--- src/rtl/bmat_pkg.sv ---
// ----------------------------------------------------------------------------
// bmat_pkg
// Types and constants shared by the banked memory address translator.
// ----------------------------------------------------------------------------
`default_nettype none

package bmat_pkg;

  localparam int ADDR_W     = 16;
  localparam int OFF_W      = 18;
  localparam int BANK_SHIFT = 15;

  typedef enum logic {
    OP_ZERO_PAGE = 1'b0,
    OP_INDEXED   = 1'b1
  } opcode_t;

  typedef enum logic [1:0] {
    KIND_RAM = 2'd0,
    KIND_MAP = 2'd1,
    KIND_ROM = 2'd2
  } kind_t;

  // configuration register indexes
  typedef enum logic {
    CFG_ZERO_PAGE = 1'b0,
    CFG_BANK      = 1'b1
  } cfg_index_t;

  typedef struct packed {
    opcode_t            opcode;
    logic [ADDR_W-1:0]  cpu_address;
    logic [7:0]         extension_byte;
  } in_beat_t;

  typedef struct packed {
    kind_t              target_kind;
    logic [OFF_W-1:0]   physical_offset;
    logic [OFF_W-1:0]   extension_offset;
  } out_beat_t;

  // zero page register limits
  localparam logic [7:0] ZP_SYS_LIMIT  = 8'h20;
  localparam logic [7:0] ZP_HIGH_LIMIT = 8'h9F;
  localparam logic [7:0] EXT_PAGE_LO   = 8'h18;
  localparam logic [7:0] EXT_PAGE_HI   = 8'h1F;

  // extension byte codes
  localparam logic [7:0] EXT_SYS_WINDOW = 8'h8F;
  localparam logic [7:0] EXT_BANK_LO    = 8'h80;
  localparam logic [7:0] EXT_BANK_HI    = 8'h8E;
  localparam logic [7:0] EXT_CPU_MAP    = 8'hFF;

  // address boundaries
  localparam logic [ADDR_W-1:0] VEC_LO      = 16'hFFD0;
  localparam logic [ADDR_W-1:0] VEC_HI      = 16'hFFEF;
  localparam logic [ADDR_W-1:0] LOW_MASK    = 16'h7FFF;
  localparam logic [ADDR_W-1:0] ZP_END      = 16'h0100;
  localparam logic [ADDR_W-1:0] WINDOW_BASE = 16'h2000;
  localparam logic [ADDR_W-1:0] WINDOW_END  = 16'hA000;
  localparam logic [ADDR_W-1:0] IO_BASE     = 16'hC000;
  localparam logic [ADDR_W-1:0] IO_END      = 16'hD000;
  localparam logic [ADDR_W-1:0] ROM_BASE    = 16'hF000;
  localparam logic [ADDR_W-1:0] HIGH_SUB    = 16'h8000;
  localparam logic [ADDR_W-1:0] EXT_XOR     = 16'h0C00;

  // bank substituted when the top bank is requested
  localparam int FOLD_BANK = 2;

endpackage

`default_nettype wire

--- src/rtl/bmat_bank_map.sv ---
// ----------------------------------------------------------------------------
// bmat_bank_map
// Reduces a requested bank number modulo the bank count, top bank folded to 2.
// ----------------------------------------------------------------------------
`default_nettype none

module bmat_bank_map #(
  parameter int RAM_BANKS = 8
) (
  input  wire logic [7:0]                   bank_req,
  output logic      [$clog2(RAM_BANKS)-1:0] bank_sel
);
  import bmat_pkg::*;

  localparam int BW = $clog2(RAM_BANKS);

  logic [BW-1:0] mod_tab [256];
  logic [BW-1:0] bank_mod;

  // constant residue table
  for (genvar i = 0; i < 256; i++) begin : g_tab
    assign mod_tab[i] = BW'(i % RAM_BANKS);
  end

  assign bank_mod = mod_tab[bank_req];
  assign bank_sel = (bank_mod == BW'(RAM_BANKS - 1)) ? BW'(FOLD_BANK) : bank_mod;

endmodule

`default_nettype wire

--- src/rtl/bmat_wrap_offset.sv ---
// ----------------------------------------------------------------------------
// bmat_wrap_offset
// bank * 32K + base - sub, wrapped once into the RAM size.
// ----------------------------------------------------------------------------
`default_nettype none

module bmat_wrap_offset #(
  parameter int RAM_BANKS = 8
) (
  input  wire logic [$clog2(RAM_BANKS)-1:0] bank,
  input  wire logic [bmat_pkg::ADDR_W-1:0]  base,
  input  wire logic [bmat_pkg::ADDR_W-1:0]  sub,
  output logic      [bmat_pkg::OFF_W-1:0]   offset
);
  import bmat_pkg::*;

  localparam int RAM_SIZE = RAM_BANKS * 32768;
  localparam int VW       = $clog2(RAM_SIZE) + 2;

  logic [VW-1:0] sum;
  logic [VW-1:0] wrapped;

  // sum lies in (-32K, RAM_SIZE + 32K), so one correction is enough
  assign sum = (VW'(bank) << BANK_SHIFT) + VW'(base) - VW'(sub);

  always_comb begin
    priority if (sum[VW-1]) begin
      wrapped = sum + VW'(RAM_SIZE);
    end else if (sum >= VW'(RAM_SIZE)) begin
      wrapped = sum - VW'(RAM_SIZE);
    end else begin
      wrapped = sum;
    end
  end

  assign offset = wrapped[OFF_W-1:0];

endmodule

`default_nettype wire

--- src/rtl/bmat_translate.sv ---
// ----------------------------------------------------------------------------
// bmat_translate
// Single-pass decode of one access into target kind and RAM offsets.
// ----------------------------------------------------------------------------
`default_nettype none

module bmat_translate #(
  parameter int RAM_BANKS = 8
) (
  input  wire bmat_pkg::in_beat_t          item,
  input  wire logic [7:0]                  zero_page,
  input  wire logic [7:0]                  bank_reg,
  input  wire logic [bmat_pkg::ADDR_W-1:0] page_cur,
  output logic      [bmat_pkg::ADDR_W-1:0] page_nxt,
  output bmat_pkg::out_beat_t              result
);
  import bmat_pkg::*;

  localparam int BW = $clog2(RAM_BANKS);

  logic [BW-1:0]     bank_sys;
  logic [BW-1:0]     bank_reg_sel;
  logic [BW-1:0]     bank_ext_sel;
  logic [ADDR_W-1:0] addr;
  logic [ADDR_W-1:0] zp_page;
  logic [7:0]        ext;
  kind_t             kind;
  logic [BW-1:0]     bank;
  logic [ADDR_W-1:0] base;
  logic [ADDR_W-1:0] sub;
  logic [OFF_W-1:0]  phys_off;
  logic [OFF_W-1:0]  ext_off;

  assign bank_sys = BW'(RAM_BANKS - 1);
  assign addr     = item.cpu_address;
  assign ext      = item.extension_byte;
  assign zp_page  = {zero_page, addr[7:0]};

  bmat_bank_map #(.RAM_BANKS(RAM_BANKS)) u_map_reg (
    .bank_req (bank_reg),
    .bank_sel (bank_reg_sel)
  );

  bmat_bank_map #(.RAM_BANKS(RAM_BANKS)) u_map_ext (
    .bank_req (ext),
    .bank_sel (bank_ext_sel)
  );

  always_comb begin
    kind     = KIND_RAM;
    bank     = bank_sys;
    base     = addr;
    sub      = '0;
    page_nxt = page_cur;
    if (item.opcode == OP_ZERO_PAGE) begin
      page_nxt = zp_page;
      base     = zp_page;
      priority if (zero_page > ZP_HIGH_LIMIT) begin
        sub = HIGH_SUB;
      end else if (zero_page >= ZP_SYS_LIMIT) begin
        bank = bank_reg_sel;
        sub  = WINDOW_BASE;
      end else begin
        // low pages sit in the system bank as they are
        sub = '0;
      end
    end else if (zero_page >= EXT_PAGE_LO && zero_page <= EXT_PAGE_HI) begin
      priority if (ext == EXT_SYS_WINDOW) begin
        priority if (addr >= VEC_LO && addr <= VEC_HI) begin
          base = addr & LOW_MASK;
        end else if (addr < WINDOW_BASE) begin
          sub = WINDOW_BASE;
        end else if (addr >= WINDOW_END) begin
          sub = HIGH_SUB;
        end else begin
          // absolute offset, addr - 2000 never wraps
          bank = '0;
          sub  = WINDOW_BASE;
        end
      end else if (ext >= EXT_BANK_LO && ext <= EXT_BANK_HI) begin
        if (addr < ZP_END) begin
          base = zp_page;
        end else begin
          bank = bank_ext_sel;
        end
      end else if (ext == EXT_CPU_MAP) begin
        priority if (addr < WINDOW_BASE) begin
          sub = WINDOW_BASE;
        end else if (addr < WINDOW_END) begin
          bank = bank_reg_sel;
          sub  = WINDOW_BASE;
        end else if (addr < IO_BASE) begin
          sub = HIGH_SUB;
        end else if (addr < IO_END) begin
          kind = KIND_MAP;
        end else if (addr < ROM_BASE) begin
          sub = HIGH_SUB;
        end else begin
          kind = KIND_ROM;
        end
      end else if (addr < ZP_END) begin
        base = zp_page;
      end else begin
        kind = KIND_MAP;
      end
    end else begin
      kind = KIND_MAP;
    end
  end

  bmat_wrap_offset #(.RAM_BANKS(RAM_BANKS)) u_phys (
    .bank   (bank),
    .base   (base),
    .sub    (sub),
    .offset (phys_off)
  );

  // extension lookup address follows the updated page address
  bmat_wrap_offset #(.RAM_BANKS(RAM_BANKS)) u_ext (
    .bank   (bank_sys),
    .base   (page_nxt ^ EXT_XOR),
    .sub    (ADDR_W'(0)),
    .offset (ext_off)
  );

  assign result.target_kind      = kind;
  assign result.physical_offset  = (kind == KIND_RAM) ? phys_off : '0;
  assign result.extension_offset = ext_off;

endmodule

`default_nettype wire

--- src/rtl/banked_memory_address_translator_core.sv ---
// ----------------------------------------------------------------------------
// banked_memory_address_translator_core
// Top level: input register, translation logic and output register.
// ----------------------------------------------------------------------------
// Translates CPU accesses of an 8-bit banked machine into RAM offsets. One
// beat goes in and one result beat comes out for each access; a beat passes
// through the input register, then the output register, and a new
// beat is taken every cycle while the result side keeps up. A zero page
// access (opcode 0) forms the page address from the zero page register and
// the low address byte and remembers it; an indexed access (opcode 1) with
// the zero page register at 18-1F is steered by the extension byte to RAM,
// the normal map or ROM, else to the normal map. The extension_offset field
// always gives the system-bank offset of the remembered page address xor
// 0C00, which is where the caller fetches the next extension byte.
// Configuration writes are only expected while no beat is in flight.
`default_nettype none

module banked_memory_address_translator_core #(
  parameter int RAM_BANKS = 8
) (
  input  wire logic                   clk,
  input  wire logic                   rst_n,
  // input channel
  input  wire logic                   in_valid,
  output logic                        in_stall,
  input  wire bmat_pkg::in_beat_t     in_data,
  // result channel
  output logic                        out_valid,
  input  wire logic                   out_stall,
  output bmat_pkg::out_beat_t         out_data,
  // configuration write port
  input  wire logic                   cfg_we,
  input  wire bmat_pkg::cfg_index_t   cfg_index,
  input  wire logic [7:0]             cfg_data
);
  import bmat_pkg::*;

  // configuration registers
  logic [7:0]        zp_r;
  logic [7:0]        bank_r;

  // remembered page address
  logic [ADDR_W-1:0] page_r;
  logic [ADDR_W-1:0] page_nxt;

  // input stage
  logic              s1_valid_r;
  logic              s1_valid_nxt;
  in_beat_t          s1_r;

  // output stage
  logic              out_valid_r;
  logic              out_valid_nxt;
  out_beat_t         out_r;
  out_beat_t         result;

  logic              advance;
  logic              move;
  logic              in_take;

  // the input stage hands on whenever the output register is free or drains
  assign advance  = !out_valid_r || !out_stall;
  assign move     = s1_valid_r && advance;
  assign in_stall = s1_valid_r && !advance;
  assign in_take  = in_valid && !in_stall;

  assign s1_valid_nxt  = in_take || (s1_valid_r && !advance);
  assign out_valid_nxt = move || (out_valid_r && out_stall);

  bmat_translate #(.RAM_BANKS(RAM_BANKS)) u_translate (
    .item      (s1_r),
    .zero_page (zp_r),
    .bank_reg  (bank_r),
    .page_cur  (page_r),
    .page_nxt  (page_nxt),
    .result    (result)
  );

  // control state and configuration
  always_ff @(posedge clk) begin
    if (!rst_n) begin
      zp_r        <= 8'h00;
      bank_r      <= 8'hFF;
      page_r      <= '0;
      s1_valid_r  <= 1'b0;
      out_valid_r <= 1'b0;
    end else begin
      s1_valid_r  <= s1_valid_nxt;
      out_valid_r <= out_valid_nxt;
      // page address moves on with the beat that leaves the input stage
      if (move) begin
        page_r <= page_nxt;
      end
      if (cfg_we) begin
        unique case (cfg_index)
          CFG_ZERO_PAGE: zp_r   <= cfg_data;
          CFG_BANK:      bank_r <= cfg_data;
          default:       ;
        endcase
      end
    end
  end

  // payload registers
  always_ff @(posedge clk) begin
    if (in_take) begin
      s1_r <= in_data;
    end
    if (move) begin
      out_r <= result;
    end
  end

  assign out_valid = out_valid_r;
  assign out_data  = out_r;

endmodule

`default_nettype wire

--- config.mk ---
export PLATFORM = sky130hd
export DESIGN_NAME = banked_memory_address_translator_core
export DESIGN_NICKNAME = d
export VERILOG_FILES = /design/src/rtl/bmat_pkg.sv /design/src/rtl/bmat_bank_map.sv /design/src/rtl/bmat_wrap_offset.sv /design/src/rtl/bmat_translate.sv /design/src/rtl/banked_memory_address_translator_core.sv
export SDC_FILE = /design/constraint.sdc
export NUM_CORES = 1
export LEC_CHECK = 0
export BUFFER_PORTS_ARGS = -buffer_cell sky130_fd_sc_hd__buf_2
export CAP_MARGIN = 25
export CORE_MARGIN = 10
export CORE_UTILIZATION = 60
export DETAILED_ROUTE_END_ITERATION = 12
export HOLD_SLACK_MARGIN = 0.05
export PLACE_DENSITY = 0.93
export SLEW_MARGIN = 10
export SYNTH_ARGS = -nofsm -noshare
export SYNTH_HDL_FRONTEND = slang
export SYNTH_SLANG_ARGS = --single-unit
--- constraint.sdc ---
create_clock -name clk -period 7.2 [get_ports clk]
set_input_delay 0.72 -clock clk [delete_from_list [all_inputs] [get_ports clk]]
set_output_delay 0.72 -clock clk [all_outputs]
set_load 0.02 [all_outputs]
==> impl_metrics.ini <==
[floorplanning]
die_x_um = 108
num_rows = 32
core_mm2 = 0.00765
start_util = 0.613
ios = 79
dieArea_mm2 = 0.0117
fp.dieH_um = 108

[worst_hold_path]
whs_endpoint = bank_r[2]$_SDFFE_PN1P_
hp-class = reg -> reg
hold_depth = 2
hold_start = bank_r[2]$_SDFFE_PN1P_

[power_and_ir_drop]
p_per_area_mw_per_mm2 = 208
power_mw = 1.11
leakagePower_nw = 2.16
ir_drop_mv = 0.124

[global_routing]
grt_start_max_net_pins = 56
grt.total_usage = 0.179
grt.overflow.total = 0
grt_antenna_before_repair = 0
grt_pass1_wl_um = 16800
grt_pass1_vias = 3513

[yosys]
synthArstFlopShare = 0
synth_enable_flop_cells = 61
synth.avg_cell_area_um2 = 10.8
synth_flop_cell = edfxtp_1
synth_area_mm2 = 0.00468
ys_seq_elements = 90
netlist_instances = 432
synth_seq_area_share = 0.515
synth_warnings = 0
synth_cell_types = 60
synthesis.nets = 498

[timing]
setup_viol = 0
tightest_slew_ns = 0.700
layout_min_cycle_time_ns = 3.79
fin_crit_sh = 0.526
fmax_ghz = 0.264
slew_viol_final = 0
fin_worst_skew_ns = 0.0131
hold_violations = 0
tns_ns = 0
slew-limit-headroom = 0.527
rsz0062_at_grt = no

[worst_setup_path]
crit_arrival_ns = 3.97
worstSetupPathType = reg -> reg
worstPathCellList = nor4_2 -> and2_1 -> nand2b_1 -> o21ai_2 -> inv_2 -> a21o_1 -> ha_1 -> ha_1 -> a21oi_1 -> nor2b_1 -> o21a_1 -> nor2_1 -> mux2_2 -> nor4_1
reg2regPathDepth = 14
regToRegSetupSlack_ns = 3.41
cp_num_buf_inv = 1
startpoint_type = register
crit_family = simple AND/OR/NAND/NOR gates
timing.rr.end = out_data[34]$_SDFFCE_PP0P_
cp.required_ns = 7.39
crit_path_top_delay_cell = edfxtp_1
r2r_start = s1_r[21]$_DFFE_PP_
critPathMaxStageDelay_ns = 0.53
path_common_cell = ha_1
cp_max_fo = 9
endpoint_kind = register

[placed_design]
hpwl_um = 7720
io_buffer_count = 78
routabilityCongestion = 0.912

[detailed_routing]
vias = 3552
ant_nets = 0
wire_per_inst_um = 16.8
drc = 0
drt_iter0_markers = 160
vias_per_cell = 5.79
drt_wl_total_um = 10300
drt_pre_antenna_iters = 4

[final_layout]
multi_input_area_mm2 = 0.00212
num_antenna_cells = 0
nets = 573
fillCellCount = 574
area.sequential_mm2 = 0.00241
area_growth_pct = 13.6
final_layout_size_suffix_gt1_frac = 0.230

[clock_network]
cts_buffers = 9
root_buffer = clkbuf_8
clock-sinks = 90
path_clk_slew_ns = 0.09
clockBufferDepth = 2
insertion_delay_ns = 0.36
cts_hold_buf = 0
post_cts_resize_count = 0
postCtsSetupBuffers = 0
cts_tree = done
htreeDepth = 3

[run]
max_cap_violations = 0

[status]
status = complete, no violations
## routing by layer
| layer | global-route usage | vias to the layer above | wire (µm) |
|---|---|---|---|
| li1 | - | 1728 | - |
| met1 | 0.206 | 1675 | 4280 |
| met2 | 0.310 | 133 | 5130 |
| met3 | 0.0535 | 16 | 733 |
| met4 | 0.0584 | 0 | 152 |
| met5 | 0 | - | 0 |
## worst reg2reg max path, delay by kind of cell (launching register included)
family,cells,cell delay [ns]
and+or+nand+nor,6,1.12
muxes,1,0.34
buffers and inverters,1,0.08
AOI/OAI and AO/OA,4,0.90
adders and majority gates,2,0.64
DFF,1,0.53
## cells in the final DEF (no fill, tap or decap), types with 9 or more instances in the layout
master | Yosys | routed
edfxtp_1 | 61 | 61
mux2i_1 | 17 | 17
nor3_1 | 9 | 9
o21a_1 | 11 | 11
ha_1 | 26 | 26
nor2b_1 | 20 | 19
mux2_2 | 9 | 9
a21boi_0 | 11 | 10
nand3_1 | 11 | 11
nand2_1 | 43 | 43
a21oi_1 | 20 | 20
nor2_1 | 20 | 20
inv_1 | 17 | 17
dfxtp_1 | 29 | 29
o21ai_0 | 18 | 18
buf_2 | 1 | 78
clkbuf_8 | 0 | 9
## state kept, by name, summed over array words and instances, names as in the netlist
register / cells
bank_r: 3
s1_valid_r: 1
zp_r: 8
page_r: 16
out_valid: 1
s1_r: 25
out_data: 36
## how the worst max path moves through the flow
stage,start,endpoint,depth (start not counted)
after floorplan,s1_r[22]$_DFFE_PP_,out_data[32]$_SDFFCE_PP0P_,13
after global placement,s1_r[21]$_DFFE_PP_,out_data[32]$_SDFFCE_PP0P_,12
after detailed placement,s1_r[21]$_DFFE_PP_,out_data[34]$_SDFFCE_PP0P_,14
after CTS,s1_r[21]$_DFFE_PP_,out_data[34]$_SDFFCE_PP0P_,14
after global routing,s1_r[21]$_DFFE_PP_,out_data[34]$_SDFFCE_PP0P_,14
final,s1_r[21]$_DFFE_PP_,out_data[34]$_SDFFCE_PP0P_,14
## synth_stat cells, drive strengths merged, types with 9 or more instances
library cell | instances | area (µm²)
nand3 | 11 | 55.1
o21a | 11 | 82.6
mux2i | 17 | 170
inv | 23 | 86.3
edfxtp | 61 | 1830
nand2 | 43 | 161
nor2 | 20 | 75.1
a21boi | 11 | 82.6
o21ai | 23 | 119
ha | 26 | 325
a21oi | 21 | 109
nor3 | 10 | 55.1
nor2b | 20 | 125
dfxtp | 29 | 581
mux2 | 9 | 101
clkbuf | 12 | 45.0
## logic make-up (layout without fill, tap and decap cells)
group,count (synthesis),after routing,share of synthesized area
and+or+nand+nor,140,140,0.157
AOI/OAI and AO/OA,101,101,0.146
DFF,90,90,0.515
buffers and inverters,40,120,0.0355
adders and majority gates,27,27,0.0737
muxes,26,26,0.0580
xor gates and xnor gates,8,8,0.0150
## report_power, final
group	leakage, nW	switching (mW)	internal, mW
logic	1.25	0.121	0.0835
registers	0.820	0.0180	0.585
clock network	0.0870	0.172	0.125
total	2.16	0.312	0.794
## through the flow
stage	hold WS, ns	instance area (µm²)	setup slack, ns	cells	util
floorplan	0.451	4680	3.75	432	-
global placement	0.475	5160	3.53	598	0.675
detailed placement	0.485	5160	3.44	598	0.675
CTS	0.498	5320	3.40	614	0.696
global route	0.516	5320	3.02	614	0.696
finish	0.495	5320	3.41	614	0.696
## cell type report
type,instances,area share
Clock buffer,11,0.0247
Clock inverter,5,0.00611
Inverter,23,0.0162
Multi-Input combinational cell,302,0.398
Sequential cell,90,0.453
Tap cell,102,0.0240
Timing Repair Buffer,81,0.0776
No activity file was read; power rests on OpenSTA's default activity.
